<file path="src/ual_pkg.sv">
// Shared types and constants of the unordered list engine.
// Used by the controller, the datapath, the top level and the checker.
`timescale 1ns / 1ps

package ual_pkg;

	localparam int CAPACITY_DEF = 64;

	localparam int OP_W    = 4;
	localparam int ITEM_W  = 32;
	localparam int POS_W   = 7;
	localparam int STAT_W  = 2;
	localparam int FOUND_W = 6;
	localparam int COUNT_W = 7;
	localparam int IN_W    = 48;
	localparam int OUT_W   = 48;

	typedef enum logic [OP_W-1:0] {
		OP_APPEND    = 4'd0,
		OP_DEL_AT    = 4'd1,
		OP_DEL_VAL   = 4'd2,
		OP_SEARCH    = 4'd3,
		OP_INSERT_AT = 4'd4,
		OP_DEL_LAST  = 4'd5,
		OP_GET_LAST  = 4'd6,
		OP_CLEAR     = 4'd7,
		OP_DEDUP     = 4'd8
	} op_t;

	typedef enum logic [STAT_W-1:0] {
		ST_OK    = 2'd0,
		ST_BAD   = 2'd1,
		ST_FULL  = 2'd2,
		ST_EMPTY = 2'd3
	} status_t;

	// read address source
	typedef enum logic [1:0] {
		RA_SCAN = 2'd0,
		RA_LAST = 2'd1,
		RA_POS  = 2'd2,
		RA_GAP  = 2'd3
	} rd_sel_t;

	// write address source
	typedef enum logic [1:0] {
		WA_FILL = 2'd0,
		WA_POS  = 2'd1,
		WA_GAP  = 2'd2
	} wr_sel_t;

	typedef enum logic [1:0] {
		FILL_HOLD = 2'd0,
		FILL_INC  = 2'd1,
		FILL_DEC  = 2'd2,
		FILL_CLR  = 2'd3
	} fill_op_t;

	typedef enum logic [2:0] {
		GAP_HOLD      = 3'd0,
		GAP_POS       = 3'd1,
		GAP_HIT       = 3'd2,
		GAP_AFTER_HIT = 3'd3,
		GAP_INC       = 3'd4
	} gap_op_t;

	typedef struct packed {
		logic     load;
		logic     rd_en;
		rd_sel_t  rd_sel;
		logic     wr_en;
		wr_sel_t  wr_sel;
		logic     wr_data_rd;
		fill_op_t fill_op;
		gap_op_t  gap_op;
		logic     scan_clr;
		logic     scan_inc;
		logic     set_status;
		status_t  status_code;
		logic     set_found;
		logic     set_last;
		logic     out_load;
	} cmd_t;

	typedef struct packed {
		op_t  op;
		logic empty;
		logic full;
		logic del_pos_bad;
		logic ins_pos_bad;
		logic scan_more;
		logic chk_v;
		logic match;
		logic gap_in_list;
		logic out_free;
	} dp_status_t;

endpackage

</file>
<file path="src/ual_dp.sv">
// Datapath of the list engine: entry memory, fill count, scan and gap
// indexes, result fields and output register. Depends on ual_pkg.
`timescale 1ns / 1ps

module ual_dp #(
	parameter int CAPACITY = ual_pkg::CAPACITY_DEF
) (
	input  logic                     clk,
	input  logic                     arst_n,
	input  logic [ual_pkg::IN_W-1:0] s_tdata,
	input  ual_pkg::cmd_t            cmd,
	output ual_pkg::dp_status_t      st,
	output logic                     m_tvalid,
	input  logic                     m_tready,
	output logic [ual_pkg::OUT_W-1:0] m_tdata
);
	import ual_pkg::*;

	localparam int CNT_W = $clog2(CAPACITY + 1);
	localparam int IDX_W = (CAPACITY > 1) ? $clog2(CAPACITY) : 1;
	localparam int CMP_W = (CNT_W > POS_W) ? CNT_W : POS_W;

	logic [ITEM_W-1:0] mem_q [CAPACITY];
	logic [ITEM_W-1:0] rd_data_q;
	logic [ITEM_W-1:0] item_q;
	logic [POS_W-1:0]  pos_q;
	op_t               op_q;
	logic [CNT_W-1:0]  fill_q;
	logic [CNT_W-1:0]  scan_q;
	logic [CNT_W-1:0]  gap_q;
	logic              chk_v_s1;
	logic [CNT_W-1:0]  chk_idx_s1;
	status_t           status_q;
	logic [FOUND_W-1:0] found_q;
	logic [ITEM_W-1:0] last_q;
	logic              m_tvalid_q;
	logic [OUT_W-1:0]  m_tdata_q;

	logic [CMP_W-1:0]  pos_ext;
	logic [CMP_W-1:0]  fill_ext;
	logic [CMP_W-1:0]  pos_m1;
	logic [CNT_W-1:0]  fill_m1;
	logic [IDX_W-1:0]  rd_addr;
	logic [IDX_W-1:0]  wr_addr;
	logic [ITEM_W-1:0] wr_data;

	assign pos_ext  = CMP_W'(pos_q);
	assign fill_ext = CMP_W'(fill_q);
	assign pos_m1   = pos_ext - CMP_W'(1);
	assign fill_m1  = fill_q - CNT_W'(1);

	always_comb begin
		unique case (cmd.rd_sel)
			RA_SCAN: rd_addr = scan_q[IDX_W-1:0];
			RA_LAST: rd_addr = fill_m1[IDX_W-1:0];
			RA_POS:  rd_addr = pos_m1[IDX_W-1:0];
			RA_GAP:  rd_addr = gap_q[IDX_W-1:0];
			default: rd_addr = scan_q[IDX_W-1:0];
		endcase
	end

	always_comb begin
		unique case (cmd.wr_sel)
			WA_FILL: wr_addr = fill_q[IDX_W-1:0];
			WA_POS:  wr_addr = pos_m1[IDX_W-1:0];
			WA_GAP:  wr_addr = gap_q[IDX_W-1:0];
			default: wr_addr = gap_q[IDX_W-1:0];
		endcase
	end

	assign wr_data = cmd.wr_data_rd ? rd_data_q : item_q;

	// entry memory: one write port, one registered read port
	always_ff @(posedge clk) begin
		if (cmd.wr_en) begin
			mem_q[wr_addr] <= wr_data;
		end
		if (cmd.rd_en) begin
			rd_data_q <= mem_q[rd_addr];
		end
	end

	// captured input item and result payload
	always_ff @(posedge clk) begin
		if (cmd.load) begin
			op_q   <= op_t'(s_tdata[OP_W-1:0]);
			item_q <= s_tdata[OP_W +: ITEM_W];
			pos_q  <= s_tdata[OP_W+ITEM_W +: POS_W];
		end
		if (cmd.load) begin
			status_q <= ST_OK;
			found_q  <= '0;
			last_q   <= '0;
		end else begin
			if (cmd.set_status) begin
				status_q <= cmd.status_code;
			end
			if (cmd.set_found) begin
				found_q <= FOUND_W'(chk_idx_s1);
			end
			if (cmd.set_last) begin
				last_q <= rd_data_q;
			end
		end
		if (cmd.out_load) begin
			m_tdata_q <= {1'b0, COUNT_W'(fill_q), last_q, found_q, status_q};
		end
	end

	always_ff @(posedge clk or negedge arst_n) begin
		if (!arst_n) begin
			fill_q     <= '0;
			scan_q     <= '0;
			gap_q      <= '0;
			chk_v_s1   <= 1'b0;
			chk_idx_s1 <= '0;
			m_tvalid_q <= 1'b0;
		end else begin
			unique case (cmd.fill_op)
				FILL_INC: fill_q <= fill_q + CNT_W'(1);
				FILL_DEC: fill_q <= fill_m1;
				FILL_CLR: fill_q <= '0;
				default:  fill_q <= fill_q;
			endcase
			if (cmd.scan_clr) begin
				scan_q <= '0;
			end else if (cmd.scan_inc) begin
				scan_q <= scan_q + CNT_W'(1);
			end
			unique case (cmd.gap_op)
				GAP_POS:       gap_q <= pos_ext[CNT_W-1:0];
				GAP_HIT:       gap_q <= chk_idx_s1;
				GAP_AFTER_HIT: gap_q <= chk_idx_s1 + CNT_W'(1);
				GAP_INC:       gap_q <= gap_q + CNT_W'(1);
				default:       gap_q <= gap_q;
			endcase
			chk_v_s1   <= cmd.rd_en && (cmd.rd_sel == RA_SCAN);
			chk_idx_s1 <= scan_q;
			if (cmd.out_load) begin
				m_tvalid_q <= 1'b1;
			end else if (m_tready) begin
				m_tvalid_q <= 1'b0;
			end
		end
	end

	assign st.op          = op_q;
	assign st.empty       = (fill_q == '0);
	assign st.full        = (fill_q >= CNT_W'(CAPACITY));
	assign st.del_pos_bad = (pos_ext >= fill_ext);
	assign st.ins_pos_bad = (pos_q == '0) || (pos_ext > fill_ext);
	assign st.scan_more   = (scan_q < fill_q);
	assign st.chk_v       = chk_v_s1;
	assign st.match       = (rd_data_q == item_q);
	assign st.gap_in_list = (gap_q < fill_q);
	assign st.out_free    = !m_tvalid_q || m_tready;

	assign m_tvalid = m_tvalid_q;
	assign m_tdata  = m_tdata_q;

endmodule

</file>
<file path="src/ual_ctrl.sv">
// Sequencing state machine of the list engine: decodes each operation and
// drives the datapath commands. Depends on ual_pkg.
`timescale 1ns / 1ps

module ual_ctrl (
	input  logic                clk,
	input  logic                arst_n,
	input  logic                s_tvalid,
	output logic                s_tready,
	input  ual_pkg::dp_status_t st,
	output ual_pkg::cmd_t       cmd
);
	import ual_pkg::*;

	typedef enum logic [10:0] {
		S_IDLE    = 11'b000_0000_0001,
		S_DECODE  = 11'b000_0000_0010,
		S_SCAN    = 11'b000_0000_0100,
		S_MOVE    = 11'b000_0000_1000,
		S_INS_OLD = 11'b000_0001_0000,
		S_INS_NEW = 11'b000_0010_0000,
		S_GETL    = 11'b000_0100_0000,
		S_DUP_RD  = 11'b000_1000_0000,
		S_DUP_CHK = 11'b001_0000_0000,
		S_DUP_MV  = 11'b010_0000_0000,
		S_FINISH  = 11'b100_0000_0000
	} state_t;

	state_t state_q;
	state_t state_d;

	assign s_tready = (state_q == S_IDLE);

	always_comb begin
		cmd         = '0;
		cmd.rd_sel  = RA_SCAN;
		cmd.wr_sel  = WA_FILL;
		cmd.fill_op = FILL_HOLD;
		cmd.gap_op  = GAP_HOLD;
		cmd.status_code = ST_OK;
		state_d     = state_q;

		unique case (state_q)
			S_IDLE: begin
				if (s_tvalid) begin
					cmd.load = 1'b1;
					state_d  = S_DECODE;
				end
			end
			S_DECODE: begin
				state_d = S_FINISH;
				unique case (st.op)
					OP_APPEND: begin
						if (st.full) begin
							cmd.set_status  = 1'b1;
							cmd.status_code = ST_FULL;
						end else begin
							cmd.wr_en   = 1'b1;
							cmd.wr_sel  = WA_FILL;
							cmd.fill_op = FILL_INC;
						end
					end
					OP_DEL_AT: begin
						if (st.del_pos_bad) begin
							cmd.set_status  = 1'b1;
							cmd.status_code = ST_BAD;
						end else begin
							cmd.rd_en  = 1'b1;
							cmd.rd_sel = RA_LAST;
							cmd.gap_op = GAP_POS;
							state_d    = S_MOVE;
						end
					end
					OP_DEL_VAL, OP_SEARCH, OP_DEDUP: begin
						cmd.scan_clr = 1'b1;
						state_d      = S_SCAN;
					end
					OP_INSERT_AT: begin
						if (st.ins_pos_bad) begin
							cmd.set_status  = 1'b1;
							cmd.status_code = ST_BAD;
						end else if (st.full) begin
							cmd.set_status  = 1'b1;
							cmd.status_code = ST_FULL;
						end else begin
							cmd.rd_en  = 1'b1;
							cmd.rd_sel = RA_POS;
							state_d    = S_INS_OLD;
						end
					end
					OP_DEL_LAST: begin
						if (st.empty) begin
							cmd.set_status  = 1'b1;
							cmd.status_code = ST_EMPTY;
						end else begin
							cmd.fill_op = FILL_DEC;
						end
					end
					OP_GET_LAST: begin
						if (st.empty) begin
							cmd.set_status  = 1'b1;
							cmd.status_code = ST_EMPTY;
						end else begin
							cmd.rd_en  = 1'b1;
							cmd.rd_sel = RA_LAST;
							state_d    = S_GETL;
						end
					end
					OP_CLEAR: begin
						cmd.fill_op = FILL_CLR;
					end
					default: begin
						cmd.set_status  = 1'b1;
						cmd.status_code = ST_BAD;
					end
				endcase
			end
			S_SCAN: begin
				// one read issued per cycle, checked in the next cycle
				if (st.chk_v && st.match) begin
					unique case (st.op)
						OP_SEARCH: begin
							cmd.set_found = 1'b1;
							state_d       = S_FINISH;
						end
						OP_DEL_VAL: begin
							cmd.rd_en  = 1'b1;
							cmd.rd_sel = RA_LAST;
							cmd.gap_op = GAP_HIT;
							state_d    = S_MOVE;
						end
						default: begin
							cmd.gap_op = GAP_AFTER_HIT;
							state_d    = S_DUP_RD;
						end
					endcase
				end else if (st.scan_more) begin
					cmd.rd_en    = 1'b1;
					cmd.rd_sel   = RA_SCAN;
					cmd.scan_inc = 1'b1;
				end else if (!st.chk_v) begin
					cmd.set_status  = 1'b1;
					cmd.status_code = ST_BAD;
					state_d         = S_FINISH;
				end
			end
			S_MOVE: begin
				cmd.wr_en      = 1'b1;
				cmd.wr_sel     = WA_GAP;
				cmd.wr_data_rd = 1'b1;
				cmd.fill_op    = FILL_DEC;
				state_d        = S_FINISH;
			end
			S_INS_OLD: begin
				cmd.wr_en      = 1'b1;
				cmd.wr_sel     = WA_FILL;
				cmd.wr_data_rd = 1'b1;
				cmd.fill_op    = FILL_INC;
				state_d        = S_INS_NEW;
			end
			S_INS_NEW: begin
				cmd.wr_en  = 1'b1;
				cmd.wr_sel = WA_POS;
				state_d    = S_FINISH;
			end
			S_GETL: begin
				cmd.set_last = 1'b1;
				state_d      = S_FINISH;
			end
			S_DUP_RD: begin
				if (st.gap_in_list) begin
					cmd.rd_en  = 1'b1;
					cmd.rd_sel = RA_GAP;
					state_d    = S_DUP_CHK;
				end else begin
					state_d = S_FINISH;
				end
			end
			S_DUP_CHK: begin
				if (st.match) begin
					cmd.rd_en  = 1'b1;
					cmd.rd_sel = RA_LAST;
					state_d    = S_DUP_MV;
				end else begin
					cmd.gap_op = GAP_INC;
					state_d    = S_DUP_RD;
				end
			end
			S_DUP_MV: begin
				// the moved entry lands in the gap and is checked again
				cmd.wr_en      = 1'b1;
				cmd.wr_sel     = WA_GAP;
				cmd.wr_data_rd = 1'b1;
				cmd.fill_op    = FILL_DEC;
				state_d        = S_DUP_RD;
			end
			S_FINISH: begin
				if (st.out_free) begin
					cmd.out_load = 1'b1;
					state_d      = S_IDLE;
				end
			end
			default: begin
				state_d = S_IDLE;
			end
		endcase
	end

	always_ff @(posedge clk or negedge arst_n) begin
		if (!arst_n) begin
			state_q <= S_IDLE;
		end else begin
			state_q <= state_d;
		end
	end

endmodule

</file>
<file path="src/unordered_array_list_engine.sv">
// Top level of the unordered list engine: controller plus datapath.
// Depends on ual_pkg, ual_ctrl and ual_dp.
`timescale 1ns / 1ps

// Usage
// - Slave channel s_*: one operation per transfer. s_tdata packs, from bit 0:
//   op (4), item (32, signed), position (7), then zero fill to 48 bits.
// - Master channel m_*: exactly one result per operation, in order.
//   m_tdata packs, from bit 0: status (2), found_index (6),
//   last_value (32, signed), entry_count (7), then one zero bit.
// - Each operation is decoded, then ends in a finish state that loads the
//   result once the output register is free. Delete at and get last read
//   the last entry first; insert at writes the old entry to the end, then
//   the item at its position. Search and delete by value read one entry per
//   cycle over the entry memory's single read port. Remove duplicates checks
//   each later entry in turn and swaps the last entry into each match.
// - One operation is in work at a time; s_tready is high only between
//   operations, so a new transfer lands only after the previous operation
//   has finished, and a finished result waits in the output register while
//   the next operation is accepted.
// - If the receiver stalls m_tready, the result holds in the output
//   register and the engine waits before publishing the next result.
// - Reset empties the list at once (fill count to zero); no memory sweep
//   is needed since only slots below the count are ever read.
module unordered_array_list_engine #(
	parameter int CAPACITY = ual_pkg::CAPACITY_DEF
) (
	input  logic                      clk,
	input  logic                      arst_n,
	input  logic                      s_tvalid,
	output logic                      s_tready,
	input  logic [ual_pkg::IN_W-1:0]  s_tdata,  // op, item, position
	output logic                      m_tvalid,
	input  logic                      m_tready,
	output logic [ual_pkg::OUT_W-1:0] m_tdata   // status, found_index, last_value, entry_count
);
	import ual_pkg::*;

	cmd_t       cmd;
	dp_status_t st;

	// sequencer: decodes the operation and steps scans and moves
	ual_ctrl u_ctrl (
		.clk      (clk),
		.arst_n   (arst_n),
		.s_tvalid (s_tvalid),
		.s_tready (s_tready),
		.st       (st),
		.cmd      (cmd)
	);

	// memory, counters, result fields and output register
	ual_dp #(
		.CAPACITY (CAPACITY)
	) u_dp (
		.clk      (clk),
		.arst_n   (arst_n),
		.s_tdata  (s_tdata),
		.cmd      (cmd),
		.st       (st),
		.m_tvalid (m_tvalid),
		.m_tready (m_tready),
		.m_tdata  (m_tdata)
	);

endmodule

</file>
<file path="config.mk">
export PLATFORM = sky130hd
export DESIGN_NAME = unordered_array_list_engine
export DESIGN_NICKNAME = d
export VERILOG_FILES = /design/src/ual_pkg.sv /design/src/ual_dp.sv /design/src/ual_ctrl.sv /design/src/unordered_array_list_engine.sv
export SDC_FILE = /design/constraint.sdc
export NUM_CORES = 2
export LEC_CHECK = 0
export ABC_CLOCK_PERIOD_IN_PS = 5400
export BUFFER_PORTS_ARGS = -buffer_cell sky130_fd_sc_hd__buf_2
export CAP_MARGIN = 10
export CORE_ASPECT_RATIO = 0.5
export CORE_MARGIN = 2
export CORE_UTILIZATION = 41
export DETAILED_ROUTE_END_ITERATION = 6
export MAX_ROUTING_LAYER = met4
export PLACE_DENSITY = 0.54
export SLEW_MARGIN = 20
export SYNTH_ARGS = -nofsm -noshare
export SYNTH_HDL_FRONTEND = slang
export SYNTH_SLANG_ARGS = --single-unit
</file>
<file path="constraint.sdc">
create_clock -name clk -period 5.4 [get_ports clk]
set_input_delay 0.54 -clock clk [delete_from_list [all_inputs] [get_ports clk]]
set_output_delay 0.54 -clock clk [all_outputs]
set_load 0.1 [all_outputs]
</file>
Word-level counts from Yosys, hierarchy flattened:

Memory sizes are Yosys's and may differ from the RTL's. A register that Yosys moved wholly into a read port is not among the register bits.
Cells that the tools add are included.

* bits in registers: 171
* bits in writable memories: 2048
* input bits: 52
* output and inout bits: 50
* word-level logic and storage cells: 153
* memories kept: 1

* $add $sub $neg: 6
* $lt $le $gt $ge: 5
* equality and inequality tests: 35
* multiplexer cells: 71
* reductions and logical operators: 21

Memory list
* u_dp.mem_q: depth 64, bits a word 32, read ports 1, clocked after memory_dff 1, wr ports 1, RTL line ual_dp.sv:23 `logic [ITEM_W-1:0] mem_q [CAPACITY];`

Operators by type and width (count)
* 2-to-1 mux 11 bit: 10
* one-hot mux 11 bit (9 select lines): 1
* 2-to-1 mux 3 bit: 19
* one-hot mux 11 bit (4 select lines): 1
* == test 32 bit: 1
* 2-to-1 mux 32 bit: 1
* adder 7 x 1 -> 7 bit, second input constant: 4
* one-hot mux 7 bit (4 select lines): 1
* one-hot mux 3 bit (4 select lines): 2
* one-hot mux 6 bit (4 select lines): 1
* one-hot mux 11 bit (2 select lines): 1
* one-hot mux 7 bit (3 select lines): 1
* 2-to-1 mux 1 bit: 20
* one-hot mux 3 bit (3 select lines): 2
* == test 4 x 3 -> 1 bit, second input constant: 4
* one-hot mux 3 bit (5 select lines): 1
* zero test 7 bit: 2
* < comparator 7 bit: 2
* 2-to-1 mux 7 bit: 2
* one-hot mux 2 bit (3 select lines): 2
* one-hot mux 6 bit (2 select lines): 1
* == test 11 x 1 -> 1 bit, second input constant: 1
* == test 11 x 10 -> 1 bit, second input constant: 1
* == test 11 bit, second input constant: 1
* other kinds (41): 56

Logic depth before layout (Yosys ltp):

* depth after elaboration: 7
* gate-level depth with buffers: 19
* mapped depth without buffers: 13

By module:

A second synthesis with hierarchy kept.

* cell total of the unflattened synthesis: 6187
* area, all modules: 88753.9 sq um

By module, submodules not included
* ual_dp: instances 1, cells an instance 6022, area each 87531.4 sq um, seq. area each 66714.0 sq um
* ual_ctrl: instances 1, cells an instance 165, area each 1222.4 sq um, seq. area each 276.5 sq um

Worst setup path after synthesis:

Ideal clock, no wire load.

* path type: reg-to-reg
* from: register u_ctrl.state_q[5]
* to: memory u_dp.mem_q[30][0], enable pin
* library setup time: 0.461 ns
* arrival time: 4.573 ns
* required time: 4.939 ns
* slack: 0.366 ns
* cell stages (with the launch flop): 10
* path buffers: 1
* period minus slack after synthesis: 5.034 ns
* path through: dfrtp_1 buf_6 or4_4 nor2_1 nand3_1 nand2_1 nor2_1 a221oi_1 nand2_1 nor3_1

* word-level cells in the longest chain between the ends: 5
* elaborated cells on any way between the ends: 12
* classes of those cells: eq/ne: 6; mux: 4; reduce/logical: 2

RTL lines
* from (decl): RTL line ual_ctrl.sv:29 `state_t state_q;`
* from (signal assigned): RTL line ual_ctrl.sv:213 `state_q <= state_d;`
* == test 11 x 4 -> 1 bit / == test 11 x 10 -> 1 bit (equally long branches): RTL line ual_ctrl.sv:43 `unique case (state_q)`
* OR reduction 2 bit (no source line)
* one-hot mux 3 bit (4 select lines) *: RTL line ual_ctrl.sv:43
* == test 2 x 1 -> 1 bit (tied with other cells): RTL line ual_dp.sv:63 `unique case (cmd.wr_sel)`
* one-hot mux 6 bit (2 select lines) / 2-to-1 mux 1 bit (equally long branches): RTL line ual_dp.sv:63, ual_dp.sv:76
* to (decl): RTL line ual_dp.sv:23

Mark *: on every way between the ends. The rest lies on a longest branch, timed or not.

Final worst setup path:

* from: register u_dp.rd_data_q[1] (read register of u_dp.mem_q)
* to: register u_dp.rd_data_q[16] (read register of u_dp.mem_q), data pin

* word-level cells in the longest chain between the ends: 6
* elaborated cells on any way between the ends: 10
* classes of those cells: eq/ne: 4; mux: 4; reduce/logical: 2

RTL lines
* from (decl): RTL line ual_dp.sv:24 `logic [ITEM_W-1:0] rd_data_q;`
* == test 32 bit *: RTL line ual_dp.sv:154 `assign st.match = (rd_data_q == item_q);`
* logical AND 1 bit: RTL line ual_ctrl.sv:120 `if (st.chk_v && st.match) begin`
* 2-to-1 mux 3 bit: RTL line ual_ctrl.sv:120
* one-hot mux 3 bit (4 select lines) *: RTL line ual_ctrl.sv:43
* == test 2 bit (tied with other cells): RTL line ual_dp.sv:53 `unique case (cmd.rd_sel)`
* one-hot mux 6 bit (4 select lines): RTL line ual_dp.sv:53

Marked as above.
A chain may end at the register's enable or synchronous reset.

==> reports/qor.txt <==
Failing checks: setup timing
Worst-margin pin slew: 1.23 ns
Hold Crit Start: m_tready
Gpl congestion: 0.902
Post-synthesis register bit count: 2,251
Fin Clk Skew: 0.0545 ns
Worst Hold Class: primary input to flop
Syn nets: 6,306
Post-Syn Area per Cell: 14.4 um^2
Layout Utilization: 48.3%
Chip height: 335 um
# nets final: 6,807
DRC violations left: 0
Htree depth: 4
Largest net degree at the start of global routing: 82
Num rows: 121
Vias in the first global route: 54,108
Post-DP HPWL: 178,000 um
Clock sink total: 2,251
TritonCTS clock tree: done
PD cells: 383 mW/mm^2
Cell count after synthesis: 6,229
YS warnings: 0
Die X: 666 um
Post-Place Setup Slack: -0.108 ns
Area leader, netlist: edfxtp_1
Max-cap viol count: 0
Synth area leaders: edfxtp_1 73%, nand2_1 5.3%, mux2i_1 4.4%
Top-count cell post-synth: edfxtp_1
Total CTS buffers: 210
Slew Limit Headroom: 17.6%
Final WS setup: -0.00791 ns
Final hold vios: 0
Antenna violations before repair: 16
Worst setup path startpoint: u_dp.rd_data_q[1]
Worst setup SP type: flop
Area of the mapped netlist: 0.0898 mm^2
Seq/Total Area, Yosys: 74.6%
Fin. max-slew vios: 0
Final period utilization: 100%
First-pass GRT wire length: 404,000 um
Remaining antenna violation count: 0
Synth cell count leaders: 2,170 x edfxtp_1, 1,268 x nand2_1, 453 x nand3_1
Lkg Pwr: 35.4 nW
Post-Synth Simple-Gate Area: 10.1%
Post-synthesis compound-gate area fraction: 7.24%
Placed insts: 9,354
Top FF cell, synth: edfxtp_1
Vias post-DR: 57,550
Worst-Skew Late Latency: 0.87 ns
Buffers on Ports: 95
Fraction of registers with async set/reset: 1.82%
Synth cell types: 93
Max IR drop VDD: 0.000268 V
Synth Area in XOR/XNOR: 0.517%
P&R area growth vs syn: 17.1%
Layout cells sized above 1: 15.4%
Highest Clock Rate: 0.185 GHz
Post-Layout Cell Count: 9,790
# setup viols final: 1
Req. time, crit path: 5.96 ns
Clock Tree Buf Depth: 4
Vias per inst: 5.88
IO Pins: 102
RSZ-0062 raised after global routing: yes
Total grt overflow: 0
Area share of the largest cell type after synthesis: 72.6%
Area share of fa/ha/maj cells after synthesis: 0.348%
Core area: 0.218 mm^2
Root buffer cell: clkbuf_16
Final wirelength: 291,000 um
Starting density of the core: 41.2%
Outcome: finished with violations
Post-route cell area: 0.105 mm^2
DIE AREA: 0.223 mm^2
WP data arrival: 5.96 ns
Number of synthesized flops with an enable pin: 2,170
Post-Route Setup TNS: -0.00791 ns
Critical Path End Type: flop
Pre-antenna DRT Iters: 6
Mux contribution to synthesized area: 5.05%
Reg clk slew, reported paths: 0.07 ns
Placed Area: 0.0980 mm^2
Initial detailed-routing violation count: 7,699
Crit Path Class: flop to flop
Wire length per cell: 29.7 um
R2R Path Start: u_dp.rd_data_q[1]
Largest family of logic cells by synthesized area: simple AND/OR/NAND/NOR gates
Critical path fanouts, max: 13
Final min period: 5.41 ns
GRT Overall Usage: 26.3%
[logic make-up (layout without fill, tap and decap cells)]
family                   count (synthesis)  in the layout
other                                    1             10
multiplexers                           446            446
AO/OA/AOI/OAI                          967            967
XOR/XNOR                                53             53
AND/OR/NAND/NOR                       2095           2095
adder cells (fa/ha/maj)                 25             25
buffers and inverters                  391           1053
flip-flops                            2251           2251
[through the flow]
stage	total power [mW]	hold WS [ns]
after detailed placement	26.2	0.420
final	40.3	0.0846
after global placement	26.1	0.418
after CTS	40.4	0.0515
after global routing	41.5	0.0832
after floorplan	23.4	0.244
[final cells by class]
cell class	instances	area, um^2
antenna	9	22.5
clock buffer	265	5600
clock inverter	108	840
fill	18489	113000
inverter	15	56.3
multi-input combinational	3587	21600
sequential	2251	67000
tap	2890	3620
timing repair buffer	665	6410
[worst max-delay path: stages, from the launching register on]
cell,delay [ns]
edfxtp_1,0.65
xor2_1,0.26
nor4_1,0.51
buf_4,0.24
nand4_1,0.08
buf_4,0.21
nor3_2,0.32
or3_1,0.25
buf_4,0.20
mux2_2,0.53
buf_4,0.25
nand2_4,0.18
buf_4,0.31
a21oi_1,0.07
or3_1,0.43
a32oi_1,0.58
[where the power goes]
group | leakage (nW) | internal [mW] | switching, mW | total, mW
Clock | 3.14 | 7.92 | 6.40 | 14.3
Sequential | 20.4 | 20.2 | 0.220 | 20.4
Combinational | 11.8 | 1.50 | 4.06 | 5.56
[layout by cell type (no fill, tap or decap), types with 15 or more instances in the layout]
cell type	count
a22oi_1	48
edfxtp_1	2170
nand2_1	1266
o21ai_0	45
a21boi_0	15
nor3_1	46
nand4_1	22
nand3_1	452
xor2_1	40
o22ai_1	47
a41oi_1	20
or3_1	22
buf_4	403
a211oi_1	37
buf_12	121
nor2_4	69
dfrtp_1	40
clkinv_1	48
a21oi_1	369
nor4_1	18
o2111ai_1	29
dfxtp_1	40
clkinv_2	35
buf_2	94
and3_1	18
nor2_1	100
o2bb2ai_1	23
ha_1	25
a32oi_1	44
clkbuf_1	47
clkbuf_16	215
inv_1	15
mux2i_1	396
a2111oi_0	58
a211o_1	34
a31oi_1	66
mux2_2	38
dlygate4sd3_1	45
[metal layers]
| layer | vias to the layer above | track usage [%] | wire (um) |
|---|---|---|---|
| met3 | 420 | 5.03 | 30600 |
| met1 | 29497 | 37.3 | 124000 |
| met5 | - | - | 0 |
| li1 | 24698 | - | - |
| met2 | 2935 | 39.1 | 128000 |
| met4 | 0 | 6.61 | 8290 |
[state kept, by name (all words and copies together) (netlist names), 11 cells and up]
signal,count
u_ctrl.state_q,11
u_dp.item_q,32
u_dp.last_q,32
u_dp.m_tdata,47
u_dp.mem_q,2048
u_dp.rd_data_q,32
[worst paths after layout]
check,cells past startpoint,endpoint,slack [ns]
setup / recovery,15,u_dp.rd_data_q[16],-0.008
max in group asynchronous,2,u_dp.fill_ext[4],4.72
min in group asynchronous,2,u_dp.m_tvalid,0.25
hold reg to reg,0,u_dp.m_tdata[7],0.41
setup reg to reg,15,u_dp.rd_data_q[16],-0.008
hold / removal,3,u_dp.m_tvalid,0.08
[repair_timing]
action                                  CTS  global route
pin swaps                                 0             1
endpoints found under the setup margin    2             4
setup buffers                             7             0
hold buffers                             45             0
endpoints found under the hold margin    85             0
resized for setup                         1             2
(Power assumes the default switching activity.)
